==> src/hw/rtl/iirdf1_pkg.sv <==
// ----------------------------------------------------------------------------
// IIR direct form I filter package
// Shared constants, command codes and the control and status records that
// pass between the controller and the datapath.
// ----------------------------------------------------------------------------
package iirdf1_pkg;

	localparam int FILTER_ORDER = 3;
	localparam int HIST_LEN     = FILTER_ORDER + 1;
	localparam int HIST_W       = $clog2(HIST_LEN);
	localparam int NUM_COEFFS   = 4;
	localparam int COEFF_IDX_W  = $clog2(NUM_COEFFS);
	localparam int DATA_W       = 32;
	localparam int CFG_IDX_W    = 3;
	localparam int LAST_TAP     = 2 * FILTER_ORDER;
	localparam int TAP_W        = $clog2(LAST_TAP + 1);
	localparam int DIV_STEPS    = DATA_W;
	localparam int CNT_W        = $clog2(DIV_STEPS);
	localparam int PROD_W       = 2 * DATA_W;
	localparam int ACC_W        = PROD_W + 4;
	localparam int HI_W         = ACC_W - DATA_W;

	localparam logic [CFG_IDX_W-1:0] REG_DEN_BASE = CFG_IDX_W'(NUM_COEFFS);

	localparam logic signed [DATA_W-1:0] COEFF_ONE = 32'sd65536;
	localparam logic signed [DATA_W-1:0] SAT_MAX   = 32'sh7FFF_FFFF;
	localparam logic signed [DATA_W-1:0] SAT_MIN   = 32'sh8000_0000;

	typedef enum logic [1:0] {
		CMD_SAMPLE = 2'd0,
		CMD_SET    = 2'd1,
		CMD_SHIFT  = 2'd2,
		CMD_NOP    = 2'd3
	} cmd_t;

	typedef enum logic [2:0] {
		ST_IDLE,
		ST_MAC,
		ST_DRAIN,
		ST_ABS,
		ST_CHECK,
		ST_DIV,
		ST_COMMIT
	} state_t;

	typedef struct packed {
		logic             load;
		logic             acc_clr;
		logic             mul_en;
		logic [TAP_W-1:0] tap;
		logic             take_abs;
		logic             check;
		logic             div_step;
		logic             commit;
		cmd_t             op;
	} dp_ctrl_t;

	typedef struct packed {
		logic slot_free;
	} dp_status_t;

endpackage

==> src/hw/rtl/iirdf1_ctrl.sv <==
// ----------------------------------------------------------------------------
// IIR direct form I filter controller
// Sequences accept, multiply-accumulate over the taps, magnitude and range
// check, the restoring division and the final history update.
// ----------------------------------------------------------------------------
module iirdf1_ctrl import iirdf1_pkg::*; (
	input  logic             clk,
	input  logic             arst_n,
	input  logic             in_valid,
	output logic             in_stall,
	input  logic [1:0]       cmd,
	input  dp_status_t       status,
	output dp_ctrl_t         ctrl
);

	state_t           state_q, state_nxt;
	logic [CNT_W-1:0] cnt_q, cnt_nxt;
	cmd_t             op_q, op_nxt;

	always_ff @(posedge clk or negedge arst_n) begin
		if (!arst_n) begin
			state_q <= ST_IDLE;
			cnt_q   <= '0;
			op_q    <= CMD_NOP;
		end else begin
			state_q <= state_nxt;
			cnt_q   <= cnt_nxt;
			op_q    <= op_nxt;
		end
	end

	always_comb begin
		state_nxt     = state_q;
		cnt_nxt       = cnt_q;
		op_nxt        = op_q;
		in_stall      = 1'b1;
		ctrl          = '0;
		ctrl.op       = op_q;
		ctrl.tap      = cnt_q[TAP_W-1:0];
		unique case (state_q)
			ST_IDLE: begin
				in_stall = 1'b0;
				ctrl.op  = cmd_t'(cmd);
				if (in_valid) begin
					ctrl.load    = 1'b1;
					ctrl.acc_clr = 1'b1;
					op_nxt       = cmd_t'(cmd);
					cnt_nxt      = '0;
					state_nxt    = (cmd_t'(cmd) == CMD_SAMPLE) ? ST_MAC : ST_COMMIT;
				end
			end
			ST_MAC: begin
				ctrl.mul_en = 1'b1;
				if (cnt_q == CNT_W'(LAST_TAP)) begin
					cnt_nxt   = '0;
					state_nxt = ST_DRAIN;
				end else begin
					cnt_nxt = cnt_q + 1'b1;
				end
			end
			ST_DRAIN: begin
				state_nxt = ST_ABS;
			end
			ST_ABS: begin
				ctrl.take_abs = 1'b1;
				state_nxt     = ST_CHECK;
			end
			ST_CHECK: begin
				ctrl.check = 1'b1;
				cnt_nxt    = '0;
				state_nxt  = ST_DIV;
			end
			ST_DIV: begin
				ctrl.div_step = 1'b1;
				if (cnt_q == CNT_W'(DIV_STEPS - 1)) begin
					cnt_nxt   = '0;
					state_nxt = ST_COMMIT;
				end else begin
					cnt_nxt = cnt_q + 1'b1;
				end
			end
			ST_COMMIT: begin
				if (status.slot_free) begin
					ctrl.commit = 1'b1;
					state_nxt   = ST_IDLE;
				end
			end
			default: begin
				state_nxt = ST_IDLE;
			end
		endcase
	end

endmodule

==> config.mk <==
export PLATFORM = sky130hd
export DESIGN_NAME = iirdf1_ctrl
export DESIGN_NICKNAME = d
export VERILOG_FILES = /design/src/hw/rtl/iirdf1_pkg.sv /design/src/hw/rtl/iirdf1_ctrl.sv
export SDC_FILE = /design/constraint.sdc
export NUM_CORES = 1
export LEC_CHECK = 0
export ABC_AREA = 1
export BUFFER_PORTS_ARGS = -buffer_cell sky130_fd_sc_hd__clkbuf_2
export CORE_MARGIN = 2
export CORE_UTILIZATION = 49
export DETAILED_ROUTE_END_ITERATION = 10
export GPL_TIMING_DRIVEN = 0
export PLACE_DENSITY = 0.76
export SLEW_MARGIN = 20
export SYNTH_ARGS = -nofsm -noshare
export SYNTH_HDL_FRONTEND = slang
export SYNTH_SLANG_ARGS = --single-unit
==> constraint.sdc <==
create_clock -name clk -period 2 [get_ports clk]
set_clock_uncertainty 0.2 [all_clocks]
set_input_delay 0 -clock clk [delete_from_list [all_inputs] [get_ports clk]]
set_output_delay 0 -clock clk [all_outputs]
set_load 0.03 [all_outputs]
Word-level counts from Yosys, hierarchy flattened --
Index checks and enable logic that the tools add are counted.
Cells by class: equal/unequal tests 12, bitwise logic cells 0, $mul 0, div/mod/pow operators 0, add/subtract/negate cells 1, multiplexer cells 20, reduce and logical (&&, ||, !) cells 6, shift operators 0, $lt $le $gt $ge 0
Operators with widths (number):
- $pmux 3 s7 | 1
- $pmux 5 s4 | 1
- $mux 3 | 5
- $mux 5 | 3
- $eq 3x3->1 const B | 3
- $ne 2x2->1 const B | 4
- $mux 1 | 7
- $eq 3x2->1 const B | 2
- $mux 2 | 3
- $add 5x1->5 const B | 1
- $eq 5x3->1 const B | 1
- $eq 5x5->1 const B | 1
- $reduce_and 2->1 | 2
- $reduce_and 4->1 | 1
- $reduce_bool 4->1 | 1
- $eq 3x1->1 const B | 1
- $logic_not 3->1 | 1
- $logic_not 2->1 | 1
Word-level totals: logic and storage cells 42, register bits 10, latch bits 0, RAM bits 0, ROM bits 0, memories kept 0, input port bits 6, output and inout port bits 13

Longest topological paths before layout --
Gate-level depths: netlist (run 1).
depth in word-level cells 4, depth in mapped cells 10

Worst setup path before layout (run 1) --
Ideal clock, no wire load.
path type register -> output, start reg state_q[2], end out ctrl[0] (netlist name), path slack 0.144 ns, path buffers 0, cell stages (with the launch flop) 4, arrival time 1.656 ns, cells stage by stage dfrtp_1 -> nor2_1 -> nand2_1 -> o21ai_0
RTL lines:
- start, declared | RTL line iirdf1_ctrl.sv:16 | state_t state_q, state_nxt;
- start signal, assigned | RTL line iirdf1_ctrl.sv:26 | state_q <= state_nxt;
- end, declared | RTL line iirdf1_ctrl.sv:13 | output dp_ctrl_t ctrl

Worst setup path in the final report (run 1) --
start reg state_q[2], end reg op_q[0]
Between the ends: cells in the longest elaborated chain, start to end 2
Ends and longest elaborated chain:
- $logic_not 3->1 | RTL line iirdf1_ctrl.sv:40 | unique case (state_q)
- $reduce_and 2->1 (no line)
- end signal, assigned | RTL line iirdf1_ctrl.sv:28 | op_q <= op_nxt;
- end, declared | RTL line iirdf1_ctrl.sv:18 | cmd_t op_q, op_nxt;
Every way passes these cells. A chain may end at the register's enable or synchronous reset.

==> qor.yml, run 1 <==
synth-compound-area-share_pct: 13.0
avgSynthCellArea_um2: 7.42
yosys_warnings: 0
tns_ps: 0
p_leak_nw: 0.521
die_x_um: 41.1
wire_per_inst_um: 11.1
placed_area_um2: 785
core_mm2: 0.00130
start_kind: "flop"
ys_seq_area_share_pct: 37.4
yosysTopAreaCell: "dfrtp_1"
vias: 657
p_total_w: 0.00144
synthMuxAreaShare_pct: 0
min_period_ps: 1920
synth_area_leaders: "dfrtp_1 (30%), nand2_1 (13%), dfstp_2 (7.8%)"
syn_nets: 100
dp_hpwl_mm: 1.01
min_path_type: "in -> async"
htreeDepth: 1
cts_setup_buffers: 0
grt_pass1_wl_mm: 2.17
grt_setup_unrepaired: "false"
place_congestion: 0.772
drive_gt1_share_pct: 30.6
power_density_mw_per_mm2: 1620
nets: 131
syn_area_um2: 676
ys_ff_latch: 10
synthSimpleGateAreaFrac_pct: 29.8
maxCapViolations: 0
layout_commonest_cell: "nand2_1"
r2r_cells: 4
grt_pass1_vias: 491
grt_max_degree: 9
rows: 13
clkSinkCount: 10
hold_violations: 0
clkTransAtPathRegs_ps: 70
fmax_mhz: 520
io_buffers: 18
cp-startpoint: "state_q[2]"
timing.rr.start: "state_q[2]"
cp_max_fo: 7
synth-xor-area-share_pct: 2.59
antenna_found_initial: 0
critPathArrivalTime_ps: 1930
final.setup.worst_slack_ps: 78.3
layout_common_cells: "nand2_1 (23), clkbuf_2 (18), inv_1 (11)"
numCtsBuffers: 3
finalSetupViolCount: 0
netlist_instances: 91
cts-root-buf: "clkbuf_4"
path_cells: "nor2_1 -> nand3_1 -> o21ai_0 -> dlygate4sd3_1"
synth_adder_area_share_pct: 5.56
status: "finished, final reports clean"
worst_pin_slew_ps: 398
slew_headroom_pct: 73.4
postRouteWirelength_mm: 1.51
antenna_cells: 0
reg2reg_slack_ps: 80
cts_tree: "yes"
grt_usage_pct: 20.6
min_period_over_period_pct: 96.1
dieHeight_um: 41.1
post-place-ws_ps: 257
grt.overflow.total: 0
critPathCaptureType: "flop"
worst_path_largest_cell_delay_ps: 570
synth_cell_types: 21
drtAntennaViolNets: 0
ir_drop_uv: 826
start_util_pct: 51.9
r2r-end: "op_q[0]"
area_delta_synth_final_pct: 31.9
worst_ep_required_time_ps: 2010
crit_type: "reg -> reg"
dieArea_mm2: 0.00169
final_cells: 136
first_pass_iters: 4
drcViolationCount: 0
dp_cells: 124
synth_top_family_by_area: "simple AND/OR/NAND/NOR gates"
ios: 19
clk_latency_ps: 270
finalMaxSlewViolations: 0
clk_path_buf_depth: 2
drt_iter0_drc: 12
final_cell_area_um2: 891
avgViaCountPerCell: 4.83
synth_top_area_share_pct: 29.6
slowest_stage: "dlygate4sd3_1"
## power by group
| group | leakage [nW] | total (W) | switching (W) | internal [W] |
|---|---|---|---|---|
| logic | 0.381 | 0.000893 | 0.000586 | 0.000307 |
| clock network | 0.0150 | 0.000154 | 0.0000768 | 0.0000772 |
| registers | 0.125 | 0.000394 | 0.000103 | 0.000290 |
## timing repair
action                    4_1_cts  5_1_grt
hold buffers                    8        0
gates resized for setup         0        0
hold endpoints to repair       14        0
## metrics by stage
| step | hold WS, ps | utilization [%] |
|---|---|---|
| floorplan | -496 | - |
| global placement | -315 | 60.3 |
| detailed placement | -319 | 60.3 |
| CTS | 33.6 | 68.5 |
| global route | 57.6 | 68.5 |
| finish | 34.4 | 68.5 |
## cell type report
type                       instances  area [um2]
sequential                        10         253
multi-input combinational         64         344
timing repair buffer              26         170
clock buffer                       4        26.3
fill                             111         410
inverter                          13        48.8
buffer                             4        30.0
tap                               15        18.8
## worst max-delay path, delay by kind of cell (launching register included)
family                 cells  cell delay [ps]
buffers and inverters      1              570
flip-flops                 1              470
AND/OR/NAND/NOR            2              430
AO/OA/AOI/OAI              1              200
## metal layers
layer / up-vias / GRT usage [%] / part of all wire (%) / routed length, um
li1: 346 / - / - / -
met1: 292 / 27.2 / 46 / 693
met2: 17 / 30.1 / 48 / 722
met3: 2 / 6.52 / 4.9 / 74
met4: 0 / 9.68 / 0.93 / 14
met5: - / 0 / 0 / 0
## sequential cells by signal, indices dropped and copies added, names as in the netlist
signal / flops
cnt_q: 5
state_q: 3
op_q: 2
## worst max-delay path by stage
| stage | end | slack [ps] | cells after the start |
|---|---|---|---|
| after floorplan | ctrl[0] | 140 | 3 |
| after global placement | state_q[2] | 260 | 9 |
| after detailed placement | state_q[2] | 260 | 9 |
| after CTS | op_q[1] | 140 | 4 |
| after global routing | op_q[0] | 20 | 4 |
| final | op_q[0] | 80 | 4 |
## cells in the mapped netlist
cell	count
a21oi_1	1
a21oi_2	1
and3_1	1
buf_4	4
dfrtp_1	8
dfstp_2	2
ha_1	3
inv_1	11
inv_2	2
nand2_1	23
nand2_2	2
nand3_1	9
nand3b_1	1
nor2_1	7
nor2_2	2
nor3_1	1
o211ai_1	1
o21ai_0	5
o21ai_2	3
o21bai_1	2
xor2_1	2
## logic make-up (layout without fill, tap and decap cells)
family / after synthesis / after routing
AO/OA/AOI/OAI: 13 / 13
buffers and inverters: 17 / 47
flip-flops: 10 / 10
AND/OR/NAND/NOR: 46 / 46
adder cells (fa/ha/maj): 3 / 3
XOR/XNOR: 2 / 2
Power figures use the tool's default switching activity.
==> run 2, diff against run 1 <==
--- a/config.mk
+++ b/config.mk
@@ -7,7 +7,7 @@
 export LEC_CHECK = 0
 export ABC_AREA = 1
 export BUFFER_PORTS_ARGS = -buffer_cell sky130_fd_sc_hd__clkbuf_2
-export CORE_MARGIN = 2
+export CORE_MARGIN = 1
 export CORE_UTILIZATION = 49
 export DETAILED_ROUTE_END_ITERATION = 10
 export GPL_TIMING_DRIVEN = 0
==> qor.yml, run 2 (synthesis results as in run 1) <==
cp-endpoint: "op_q[0]"
finalMaxSlewViolations: 0
postRouteWirelength_mm: 1.48
r2r_cells: 4
reg2reg_slack_ps: 70
switchingPower_w: 0.000766
clkSinkCount: 10
min_period_ps: 1930
grt_pass1_vias: 567
cts-root-buf: "clkbuf_4"
top_register: "cnt_q"
finalSetupViolCount: 0
start_util_pct: 52.6
ir_drop_uv: 847
r2r-end: "op_q[0]"
p_sw_share_pct: 51.9
p_clk_share_pct: 12.7
grt_pass1_wl_mm: 2.35
grt_setup_unrepaired: "false"
final.setup.worst_slack_ps: 66.3
p_comb_share_pct: 61.0
cp_max_fo: 7
wire_per_inst_um: 10.9
grt_usage_pct: 23.2
vias: 685
cts_resized: 0
power_density_mw_per_mm2: 1640
seqPwrFrac_pct: 26.3
first_pass_iters: 11
avgViaCountPerCell: 5.04
drcViolationCount: 1
layout_common_cells: "nand2_1 (23), clkbuf_2 (18), inv_1 (11)"
largest_register_ffs: 5
post-place-ws_ps: 226
area_delta_synth_final_pct: 33.3
die_x_um: 39.1
htreeDepth: 1
cp-startpoint: "state_q[2]"
start_kind: "flop"
min_path_type: "in -> async"
drive_gt1_share_pct: 31.4
fmax_mhz: 517
dieArea_mm2: 0.00153
postCtsHoldBufs: 8
clk_latency_ps: 270
tns_ps: 0
numCtsBuffers: 3
min_period_over_period_pct: 96.7
cts_tree: "yes"
slew_headroom_pct: 72.8
nets: 131
cts_setup_buffers: 0
grt_max_degree: 9
timing.rr.start: "state_q[2]"
maxCapViolations: 0
register_area_um2: 253
fillers: 118
worst_ep_required_time_ps: 2010
hold_violations: 0
reg_top3: "cnt_q (5), state_q (3), op_q (2)"
violations: "design-rule violations"
worst_pin_slew_ps: 406
layout_commonest_cell: "nand2_1"
p_int_w: 0.000709
antenna_cells: 0
multi_input_area_um2: 344
drt_iter0_drc: 20
dieHeight_um: 39.1
core_mm2: 0.00128
p_leak_nw: 0.527
critPathArrivalTime_ps: 1950
io_buffers: 18
crit_type: "reg -> reg"
rows: 13
critPathCaptureType: "flop"
dp_hpwl_mm: 1.04
status: "finished with violations"
place_congestion: 0.779
clk_path_buf_depth: 2
ios: 19
clkTransAtPathRegs_ps: 70
grt.overflow.total: 0
antenna_found_initial: 0
drtAntennaViolNets: 0
[run 2: cell count changes in the layout (fill, tap and decap cells not counted)]
cell	change
clkbuf_8	+1
clkbuf_1	-1
[run 2: critical path, cell delays in order (launching register included)]
cell           delay, ps
dfrtp_1              460
nor2_1               250
nand3_1              200
o21ai_0              200
dlygate4sd3_1        570
[run 2: how the worst min path moves through the flow]
stage / cells past startpoint / to / from
floorplan: 0 / cnt_q[0] / arst_n
global placement: 1 / cnt_q[3] / arst_n
detailed placement: 1 / cnt_q[3] / arst_n
CTS: 2 / op_q[1] / arst_n
global route: 2 / op_q[1] / arst_n
finish: 2 / op_q[1] / arst_n
[run 2: cell type report]
class	count	share of cell area, %
timing repair buffer	26	18.9
tap	15	2.08
buffer	4	3.33
sequential	10	28.1
clock buffer	4	4.03
multi-input combinational	64	38.2
inverter	13	5.42
[run 2: per-layer routing]
layer  up-vias  global-route usage [%]  part of all wire [%]
li1        351                       -                     -
met1       319                    31.1                    47
met2        15                    35.0                    50
met3         0                    3.47                   3.5
met4         0                    12.9                     0
met5         -                       0                     0
[run 2: metrics by stage]
step | util, % | power, W | std cells | hold WS (ps) | cell area, um2
final | 70.1 | 0.00147 | 136 | 34.8 | 901
after global routing | 70.1 | 0.00160 | 136 | 60.7 | 901
after global placement | 61.1 | 0.00123 | 124 | -316 | 785
after detailed placement | 61.1 | 0.00125 | 124 | -320 | 785
after floorplan | - | 0.00104 | 91 | -496 | 676
after CTS | 70.1 | 0.00148 | 136 | 32.4 | 901
[run 2: power by group through the flow]
| stage | Clock [W] | Combinational (W) | Sequential [W] |
|---|---|---|---|
| 2_1_floorplan | 0 | 0.000673 | 0.000369 |
| 3_3_place_gp | 0 | 0.000839 | 0.000391 |
| 3_5_place_dp | 0 | 0.000853 | 0.000393 |
| 4_1_cts | 0.000190 | 0.000899 | 0.000389 |
| 5_1_grt | 0.000202 | 0.000988 | 0.000406 |
| 6_report | 0.000187 | 0.000899 | 0.000388 |
